<file path="src/hdl/iirdf2_pkg.sv">
package iirdf2_pkg;

  localparam int SAMPLE_WIDTH = 16;
  localparam int COEF_W       = 24;
  localparam int WORD_W       = 24;
  localparam int FRAC_W       = 20;
  localparam int NUM_REGS     = 5;
  localparam int REG_IDX_W    = 3;
  localparam int TAP_W        = 2;
  localparam int PROD_W       = COEF_W + WORD_W;
  localparam int ACC_W        = PROD_W + 2;
  localparam int RND_W        = ACC_W - FRAC_W;

  localparam logic [REG_IDX_W-1:0] REG_B0 = REG_IDX_W'(0);
  localparam logic [REG_IDX_W-1:0] REG_B1 = REG_IDX_W'(1);
  localparam logic [REG_IDX_W-1:0] REG_B2 = REG_IDX_W'(2);
  localparam logic [REG_IDX_W-1:0] REG_A1 = REG_IDX_W'(3);
  localparam logic [REG_IDX_W-1:0] REG_A2 = REG_IDX_W'(4);

  localparam logic signed [COEF_W-1:0] COEF_ONE = COEF_W'(1 << FRAC_W);

  localparam logic signed [ACC_W-1:0] ROUND_HALF = ACC_W'(1 << (FRAC_W - 1));
  localparam logic signed [RND_W-1:0] WORD_HI    = RND_W'((1 << (WORD_W - 1)) - 1);
  localparam logic signed [RND_W-1:0] WORD_LO    = -RND_W'(1 << (WORD_W - 1));
  localparam logic signed [RND_W-1:0] SAMPLE_HI  = RND_W'((1 << (SAMPLE_WIDTH - 1)) - 1);
  localparam logic signed [RND_W-1:0] SAMPLE_LO  = -RND_W'(1 << (SAMPLE_WIDTH - 1));

  typedef struct packed {
    logic signed [SAMPLE_WIDTH-1:0] sample_in;
    logic                           clear_state;
    logic                           last_in;
  } in_word_t;

  typedef struct packed {
    logic signed [SAMPLE_WIDTH-1:0] sample_out;
    logic                           saturated;
    logic                           last_out;
  } out_word_t;

  typedef enum logic [2:0] {
    ST_IDLE,
    ST_FB,
    ST_FB_DRAIN,
    ST_W0,
    ST_FF,
    ST_FF_DRAIN,
    ST_Y
  } state_t;

  typedef enum logic [2:0] {
    ACC_HOLD,
    ACC_LOAD_X,
    ACC_CLEAR,
    ACC_ADD,
    ACC_SUB
  } acc_op_t;

  typedef struct packed {
    acc_op_t          acc_op;
    logic [TAP_W-1:0] tap;
    logic             fb;
    logic             w0_load;
    logic             y_load;
  } mac_ctrl_t;

endpackage

</file>
<file path="src/hdl/iirdf2_mac.sv">
module iirdf2_mac (
  input  logic                                     clk,
  input  iirdf2_pkg::acc_op_t                      acc_op,
  input  logic signed [iirdf2_pkg::COEF_W-1:0]     coef,
  input  logic signed [iirdf2_pkg::WORD_W-1:0]     word,
  input  logic signed [iirdf2_pkg::SAMPLE_WIDTH-1:0] x,
  output logic signed [iirdf2_pkg::WORD_W-1:0]     w0_word,
  output logic                                     w0_ovf,
  output logic signed [iirdf2_pkg::SAMPLE_WIDTH-1:0] y_sample,
  output logic                                     y_ovf
);

  logic signed [iirdf2_pkg::PROD_W-1:0] prod;
  logic signed [iirdf2_pkg::ACC_W-1:0]  acc;
  logic signed [iirdf2_pkg::ACC_W-1:0]  acc_rnd;
  logic signed [iirdf2_pkg::RND_W-1:0]  rnd;

  always_ff @(posedge clk) begin
    prod <= coef * word;
  end

  always_ff @(posedge clk) begin
    case (acc_op)
      iirdf2_pkg::ACC_LOAD_X: acc <= iirdf2_pkg::ACC_W'(x) <<< iirdf2_pkg::FRAC_W;
      iirdf2_pkg::ACC_CLEAR:  acc <= '0;
      iirdf2_pkg::ACC_ADD:    acc <= acc + iirdf2_pkg::ACC_W'(prod);
      iirdf2_pkg::ACC_SUB:    acc <= acc - iirdf2_pkg::ACC_W'(prod);
      default:                acc <= acc;
    endcase
  end

  assign acc_rnd = acc + iirdf2_pkg::ROUND_HALF;
  assign rnd     = acc_rnd[iirdf2_pkg::ACC_W-1:iirdf2_pkg::FRAC_W];

  always_comb begin
    w0_ovf = 1'b1;
    if (rnd > iirdf2_pkg::WORD_HI) begin
      w0_word = iirdf2_pkg::WORD_HI[iirdf2_pkg::WORD_W-1:0];
    end else if (rnd < iirdf2_pkg::WORD_LO) begin
      w0_word = iirdf2_pkg::WORD_LO[iirdf2_pkg::WORD_W-1:0];
    end else begin
      w0_word = rnd[iirdf2_pkg::WORD_W-1:0];
      w0_ovf  = 1'b0;
    end
  end

  always_comb begin
    y_ovf = 1'b1;
    if (rnd > iirdf2_pkg::SAMPLE_HI) begin
      y_sample = iirdf2_pkg::SAMPLE_HI[iirdf2_pkg::SAMPLE_WIDTH-1:0];
    end else if (rnd < iirdf2_pkg::SAMPLE_LO) begin
      y_sample = iirdf2_pkg::SAMPLE_LO[iirdf2_pkg::SAMPLE_WIDTH-1:0];
    end else begin
      y_sample = rnd[iirdf2_pkg::SAMPLE_WIDTH-1:0];
      y_ovf    = 1'b0;
    end
  end

endmodule

</file>
<file path="src/hdl/iirdf2_ctrl.sv">
module iirdf2_ctrl #(
  parameter int FILTER_ORDER = 2
) (
  input  logic                  clk,
  input  logic                  rst,
  input  logic                  in_valid,
  input  logic                  out_free,
  output logic                  busy,
  output iirdf2_pkg::mac_ctrl_t ctrl
);

  localparam int FB_TAPS = (FILTER_ORDER < 2) ? FILTER_ORDER : 2;
  localparam logic [iirdf2_pkg::TAP_W-1:0] FB_LAST = iirdf2_pkg::TAP_W'(FB_TAPS - 1);
  localparam logic [iirdf2_pkg::TAP_W-1:0] FF_LAST = iirdf2_pkg::TAP_W'(FB_TAPS);

  iirdf2_pkg::state_t               state, state_next;
  logic [iirdf2_pkg::TAP_W-1:0]     cnt, cnt_next;

  always_ff @(posedge clk) begin
    if (rst) begin
      state <= iirdf2_pkg::ST_IDLE;
      cnt   <= '0;
    end else begin
      state <= state_next;
      cnt   <= cnt_next;
    end
  end

  always_comb begin
    state_next = state;
    case (state)
      iirdf2_pkg::ST_IDLE:     if (in_valid) state_next = iirdf2_pkg::ST_FB;
      iirdf2_pkg::ST_FB:       if (cnt == FB_LAST) state_next = iirdf2_pkg::ST_FB_DRAIN;
      iirdf2_pkg::ST_FB_DRAIN: state_next = iirdf2_pkg::ST_W0;
      iirdf2_pkg::ST_W0:       state_next = iirdf2_pkg::ST_FF;
      iirdf2_pkg::ST_FF:       if (cnt == FF_LAST) state_next = iirdf2_pkg::ST_FF_DRAIN;
      iirdf2_pkg::ST_FF_DRAIN: state_next = iirdf2_pkg::ST_Y;
      iirdf2_pkg::ST_Y:        if (out_free) state_next = iirdf2_pkg::ST_IDLE;
      default:                 state_next = iirdf2_pkg::ST_IDLE;
    endcase
  end

  always_comb begin
    case (state)
      iirdf2_pkg::ST_FB, iirdf2_pkg::ST_FF: cnt_next = cnt + 1'b1;
      default:                              cnt_next = '0;
    endcase
  end

  always_comb begin
    busy         = 1'b1;
    ctrl.acc_op  = iirdf2_pkg::ACC_HOLD;
    ctrl.tap     = '0;
    ctrl.fb      = 1'b0;
    ctrl.w0_load = 1'b0;
    ctrl.y_load  = 1'b0;
    case (state)
      iirdf2_pkg::ST_IDLE: begin
        busy = 1'b0;
        if (in_valid) ctrl.acc_op = iirdf2_pkg::ACC_LOAD_X;
      end
      iirdf2_pkg::ST_FB: begin
        ctrl.fb  = 1'b1;
        ctrl.tap = cnt + 1'b1;
        if (cnt != '0) ctrl.acc_op = iirdf2_pkg::ACC_SUB;
      end
      iirdf2_pkg::ST_FB_DRAIN: ctrl.acc_op = iirdf2_pkg::ACC_SUB;
      iirdf2_pkg::ST_W0: begin
        ctrl.w0_load = 1'b1;
        ctrl.acc_op  = iirdf2_pkg::ACC_CLEAR;
      end
      iirdf2_pkg::ST_FF: begin
        ctrl.tap = cnt;
        if (cnt != '0) ctrl.acc_op = iirdf2_pkg::ACC_ADD;
      end
      iirdf2_pkg::ST_FF_DRAIN: ctrl.acc_op = iirdf2_pkg::ACC_ADD;
      iirdf2_pkg::ST_Y:        ctrl.y_load = out_free;
      default:                 busy = 1'b1;
    endcase
  end

endmodule

</file>
<file path="src/hdl/iir_direct_form2_filter_top.sv">
// Direct form II biquad (order 1 or 2) in fixed point: signed 16-bit samples,
// Q4.20 coefficients b0 b1 b2 a1 a2 written through the cfg port (index 0..4),
// 24-bit saturating delay-line words. One 24x24 multiplier and one accumulator
// are shared by all taps. Each sample passes through the feedback taps, w0,
// the feedforward taps and the result register, the multiply-accumulate
// sequence running one tap per cycle; a new sample is taken only once the
// last result is in the output register. in_stall stays high while a sample
// is in work; a finished word waits in the output register.
module iir_direct_form2_filter_top #(
  parameter int FILTER_ORDER = 2
) (
  input  logic                                clk,
  input  logic                                rst,
  input  logic                                in_valid,
  output logic                                in_stall,
  input  iirdf2_pkg::in_word_t                in_data,
  output logic                                out_valid,
  input  logic                                out_stall,
  output iirdf2_pkg::out_word_t               out_data,
  input  logic                                cfg_write,
  input  logic [iirdf2_pkg::REG_IDX_W-1:0]    cfg_index,
  input  logic [iirdf2_pkg::COEF_W-1:0]       cfg_data
);

  logic signed [iirdf2_pkg::COEF_W-1:0] coef [iirdf2_pkg::NUM_REGS];
  logic signed [iirdf2_pkg::WORD_W-1:0] dl [FILTER_ORDER];
  logic signed [iirdf2_pkg::WORD_W-1:0] tapw [2];
  logic signed [iirdf2_pkg::WORD_W-1:0] w0;
  logic                                 sat_w0;
  logic                                 last_q;

  iirdf2_pkg::mac_ctrl_t                ctrl;
  logic                                 busy;
  logic                                 out_free;
  logic                                 accept;
  logic signed [iirdf2_pkg::COEF_W-1:0] coef_op;
  logic signed [iirdf2_pkg::WORD_W-1:0] word_op;
  logic signed [iirdf2_pkg::WORD_W-1:0] w0_word;
  logic                                 w0_ovf;
  logic signed [iirdf2_pkg::SAMPLE_WIDTH-1:0] y_sample;
  logic                                 y_ovf;

  assign in_stall = busy;
  assign accept   = in_valid && !busy;
  assign out_free = !out_valid || !out_stall;

  iirdf2_ctrl #(
    .FILTER_ORDER (FILTER_ORDER)
  ) u_ctrl (
    .clk      (clk),
    .rst      (rst),
    .in_valid (in_valid),
    .out_free (out_free),
    .busy     (busy),
    .ctrl     (ctrl)
  );

  iirdf2_mac u_mac (
    .clk      (clk),
    .acc_op   (ctrl.acc_op),
    .coef     (coef_op),
    .word     (word_op),
    .x        (in_data.sample_in),
    .w0_word  (w0_word),
    .w0_ovf   (w0_ovf),
    .y_sample (y_sample),
    .y_ovf    (y_ovf)
  );

  always_ff @(posedge clk) begin
    if (rst) begin
      coef[iirdf2_pkg::REG_B0] <= iirdf2_pkg::COEF_ONE;
      coef[iirdf2_pkg::REG_B1] <= '0;
      coef[iirdf2_pkg::REG_B2] <= '0;
      coef[iirdf2_pkg::REG_A1] <= '0;
      coef[iirdf2_pkg::REG_A2] <= '0;
    end else if (cfg_write) begin
      case (cfg_index)
        iirdf2_pkg::REG_B0: coef[iirdf2_pkg::REG_B0] <= cfg_data;
        iirdf2_pkg::REG_B1: coef[iirdf2_pkg::REG_B1] <= cfg_data;
        iirdf2_pkg::REG_B2: coef[iirdf2_pkg::REG_B2] <= cfg_data;
        iirdf2_pkg::REG_A1: coef[iirdf2_pkg::REG_A1] <= cfg_data;
        iirdf2_pkg::REG_A2: coef[iirdf2_pkg::REG_A2] <= cfg_data;
        default: ;
      endcase
    end
  end

  for (genvar i = 0; i < 2; i++) begin : g_tap
    if (i < FILTER_ORDER) begin : g_real
      assign tapw[i] = dl[i];
    end else begin : g_zero
      assign tapw[i] = '0;
    end
  end

  always_comb begin
    case ({ctrl.fb, ctrl.tap})
      {1'b0, 2'd0}: coef_op = coef[iirdf2_pkg::REG_B0];
      {1'b0, 2'd1}: coef_op = coef[iirdf2_pkg::REG_B1];
      {1'b0, 2'd2}: coef_op = coef[iirdf2_pkg::REG_B2];
      {1'b1, 2'd1}: coef_op = coef[iirdf2_pkg::REG_A1];
      {1'b1, 2'd2}: coef_op = coef[iirdf2_pkg::REG_A2];
      default:      coef_op = '0;
    endcase
  end

  always_comb begin
    case (ctrl.tap)
      2'd0:    word_op = w0;
      2'd1:    word_op = tapw[0];
      2'd2:    word_op = tapw[1];
      default: word_op = '0;
    endcase
  end

  always_ff @(posedge clk) begin
    if (rst) begin
      for (int i = 0; i < FILTER_ORDER; i++) dl[i] <= '0;
    end else if (accept && in_data.clear_state) begin
      for (int i = 0; i < FILTER_ORDER; i++) dl[i] <= '0;
    end else if (ctrl.y_load) begin
      dl[0] <= w0;
      for (int i = 1; i < FILTER_ORDER; i++) dl[i] <= dl[i-1];
    end
  end

  always_ff @(posedge clk) begin
    if (accept) last_q <= in_data.last_in;
    if (ctrl.w0_load) begin
      w0     <= w0_word;
      sat_w0 <= w0_ovf;
    end
    if (ctrl.y_load) begin
      out_data.sample_out <= y_sample;
      out_data.saturated  <= sat_w0 | y_ovf;
      out_data.last_out   <= last_q;
    end
  end

  always_ff @(posedge clk) begin
    if (rst) begin
      out_valid <= 1'b0;
    end else if (ctrl.y_load) begin
      out_valid <= 1'b1;
    end else if (!out_stall) begin
      out_valid <= 1'b0;
    end
  end

endmodule

</file>
<file path="config.mk">
export PLATFORM = sky130hd
export DESIGN_NAME = iir_direct_form2_filter_top
export DESIGN_NICKNAME = d
export VERILOG_FILES = /design/src/hdl/iirdf2_pkg.sv /design/src/hdl/iirdf2_mac.sv /design/src/hdl/iirdf2_ctrl.sv /design/src/hdl/iir_direct_form2_filter_top.sv
export SDC_FILE = /design/constraint.sdc
export NUM_CORES = 2
export LEC_CHECK = 0
export BUFFER_PORTS_ARGS = -buffer_cell sky130_fd_sc_hd__buf_2
export CAP_MARGIN = 40
export CELL_PAD_IN_SITES_DETAIL_PLACEMENT = 0
export CELL_PAD_IN_SITES_GLOBAL_PLACEMENT = 1
export CORE_ASPECT_RATIO = 1.5
export CORE_UTILIZATION = 56
export CTS_CLUSTER_SIZE = 30
export DETAILED_ROUTE_END_ITERATION = 12
export GPL_ROUTABILITY_DRIVEN = 0
export GPL_TIMING_DRIVEN = 0
export PLACE_DENSITY_LB_ADDON = 0.1
export SLEW_MARGIN = 20
export SYNTH_ARGS = -nofsm -noshare
export SYNTH_HDL_FRONTEND = slang
export SYNTH_HIERARCHICAL = 1
export SYNTH_SLANG_ARGS = --single-unit
export TNS_END_PERCENT = 30
</file>
<file path="constraint.sdc">
create_clock -name clk -period 19.4 [get_ports clk]
set_clock_uncertainty 0.1 [all_clocks]
set_input_delay 0.97 -clock clk [delete_from_list [all_inputs] [get_ports clk]]
set_output_delay 0.97 -clock clk [all_outputs]
set_load 0.05 [all_outputs]
</file>
==> results.ini <==
[layout]
drive_gt1_share_pct = 6.58
fin_cells = 4839
area_growth_pct = 8.14
fin_nets = 4772

[clocking]
ctsHoldBuffers = 0
ctsResizeCount = 0
htree_levels = 1
cts_buffers = 31
clkTransAtPathRegs_ns = 0.07
cts.path.max_buffers = 3
ctsRootBufferMaster = clkbuf_16
cts_tree = yes
postCtsSetupBuffers = 0
clk_latency_ns = 0.61
clock_sinks = 316

[floorplanning]
std_cell_rows = 116
start_util_pct = 56.6
die_area_mm2 = 0.0686
pin_count = 70
die_y_um = 320
core_area_mm2 = 0.0668
chipWidth_um = 214

[grt]
grt_antenna_before_repair = 3
grt_max_degree = 31
grt_pass1_wl_um = 175000
grt_pass1_vias = 29200
track_usage_pct = 34.1
grt-ovfl-total = 0

[timing]
fin_setup_tns_ns = 0
min_period_ns = 10.51
tightestPinTransition_ns = 0.997
hold_viol = 0
slew_headroom_pct = 33.1
drv_slew = 0
postLayoutSetupSlackWorst_ns = 8.89
finalSetupViolCount = 0
timing.final.crit_share_pct = 54.2
fmax_mhz = 95.2
grt_setup_unrepaired = false

[critical_path]
cp_top_family = adder cells
crit_path_start_kind = flip-flop
crit_arrival_ns = 10.86
cp-end-kind = flip-flop
crit_fanout = 10
required_ns = 19.76
cp_num_buf_inv = 9
critPathSlowestCell = a2111oi_2
crit_top_cell = fa_1
worst_path_largest_cell_delay_ns = 0.75
crit_type = flip-flop to flip-flop

[detailed_routing]
wire_per_inst_um = 23.1
via_count = 27300
drtIter0Drc = 1432
via_per_inst = 5.64
routed_wl_um = 112000
first_pass_iters = 5
drt.antenna.violating_nets = 0
drcViolationCount = 0

[synth]
syn_area_mm2 = 0.0378
syn-num-nets = 4633
synthArstFlopShare_pct = 0
synth_warnings = 6
syn_inst = 3787
ys.flop_type = edfxtp_1
synth_edf_count = 262
post-synth-top-count-cell = inv_1
synth_area_leaders = fa_1 32%, edfxtp_1 21%, inv_1 6.7%
synth_area_leader_cell = fa_1
synth_top_area_share_pct = 32.2
synth_seq_cells = 316
yosysUniqueCellTypes = 97
synth.avg_cell_area_um2 = 9.98
synthTopCellsByCount = 671 x inv_1, 608 x fa_1, 404 x nand2_1
ys_seq_area_share_pct = 23.7

[place]
pre_cts_slack_ns = 8.94
portBuffers = 69
dp_cells = 4772
hpwl_um = 92900

[status]
status = complete, no violations

[job]
maxCapViolations = 0

[hold_path]
min_path_type = flip-flop to flip-flop

-- sequential cells by signal (all words and copies together) (netlist names), 2 cells and up --
| signal | cells |
|---|---|
| u_mac/acc | 50 |
| u_mac/prod | 48 |
| out_data | 18 |
| coef | 120 |
| u_ctrl/state | 3 |
| u_ctrl/cnt | 2 |
| w0 | 24 |
| dl | 48 |
-- path summary, 6_finish.rpt --
| path | startpoint | endpoint | slack [ns] | cells past startpoint |
|---|---|---|---|---|
| worst min register to register | last_q | out_data[0] | 0.33 | 0 |
| worst max register to register | u_ctrl/state[0] | u_mac/prod[47] | 8.89 | 31 |
| worst min-delay path | last_q | out_data[0] | 0.33 | 0 |
| worst max-delay path | u_ctrl/state[0] | u_mac/prod[47] | 8.89 | 31 |
-- cell families after synthesis --
family	after synthesis	share of synthesized area, %
buffers and inverters	840	8.59
DFF	316	23.7
and+or+nand+nor	1135	15.5
muxes	58	1.56
adders and majority gates	796	38.4
AOI/OAI and AO/OA	487	8.59
xor gates and xnor gates	155	3.61
-- final cells by class --
cell class,instances,area (µm²)
multi-input combinational,2631,25600
sequential,316,8950
timing repair buffer,106,726
fill,5865,25900
clock buffer,38,897
inverter,671,2520
tap,885,1110
buffer,169,729
clock inverter,20,290
antenna,3,7.51
-- layout by cell type, fill, tap and decap left out, types with 31 or more instances in the layout --
| master | synthesis | layout |
|---|---|---|
| and2_1 | 354 | 354 |
| xor2_1 | 52 | 52 |
| nand2_1 | 404 | 404 |
| edfxtp_1 | 262 | 262 |
| xnor2_1 | 102 | 101 |
| ha_1 | 188 | 188 |
| nand2b_1 | 39 | 39 |
| clkbuf_16 | 0 | 35 |
| clkbuf_1 | 131 | 133 |
| o21ai_0 | 79 | 79 |
| nor3_1 | 31 | 31 |
| buf_2 | 22 | 92 |
| o21ai_1 | 39 | 34 |
| dfxtp_1 | 54 | 54 |
| a21o_1 | 45 | 44 |
| nand3_1 | 45 | 45 |
| nor2_1 | 117 | 116 |
| inv_1 | 671 | 671 |
| mux2i_1 | 51 | 51 |
| a21oi_1 | 109 | 109 |
| fa_1 | 608 | 608 |
-- metal layers --
| layer | vias up | part of all wire (%) | global-route usage, % | wire (µm) |
|---|---|---|---|---|
| met5 | - | 0 | 0 | 0 |
| met4 | 0 | 7.6 | 21.6 | 8560 |
| met3 | 318 | 5.0 | 4.04 | 5630 |
| met2 | 905 | 50 | 59.8 | 56500 |
| met1 | 13700 | 37 | 39.8 | 41300 |
| li1 | 12400 | - | - | - |
-- metrics by stage --
stage	hold slack, ns	cell area (µm²)	utilization [%]
final	0.327	40900	61.2
after CTS	0.331	40800	61.1
after floorplan	0.300	37800	-
after detailed placement	0.310	39600	59.3
after global routing	0.342	40900	61.2
after global placement	0.307	39200	58.8
Power is left out: the tool's default activity adds up to more than one toggle a clock period on the data nets, which glitch-free logic cannot reach.
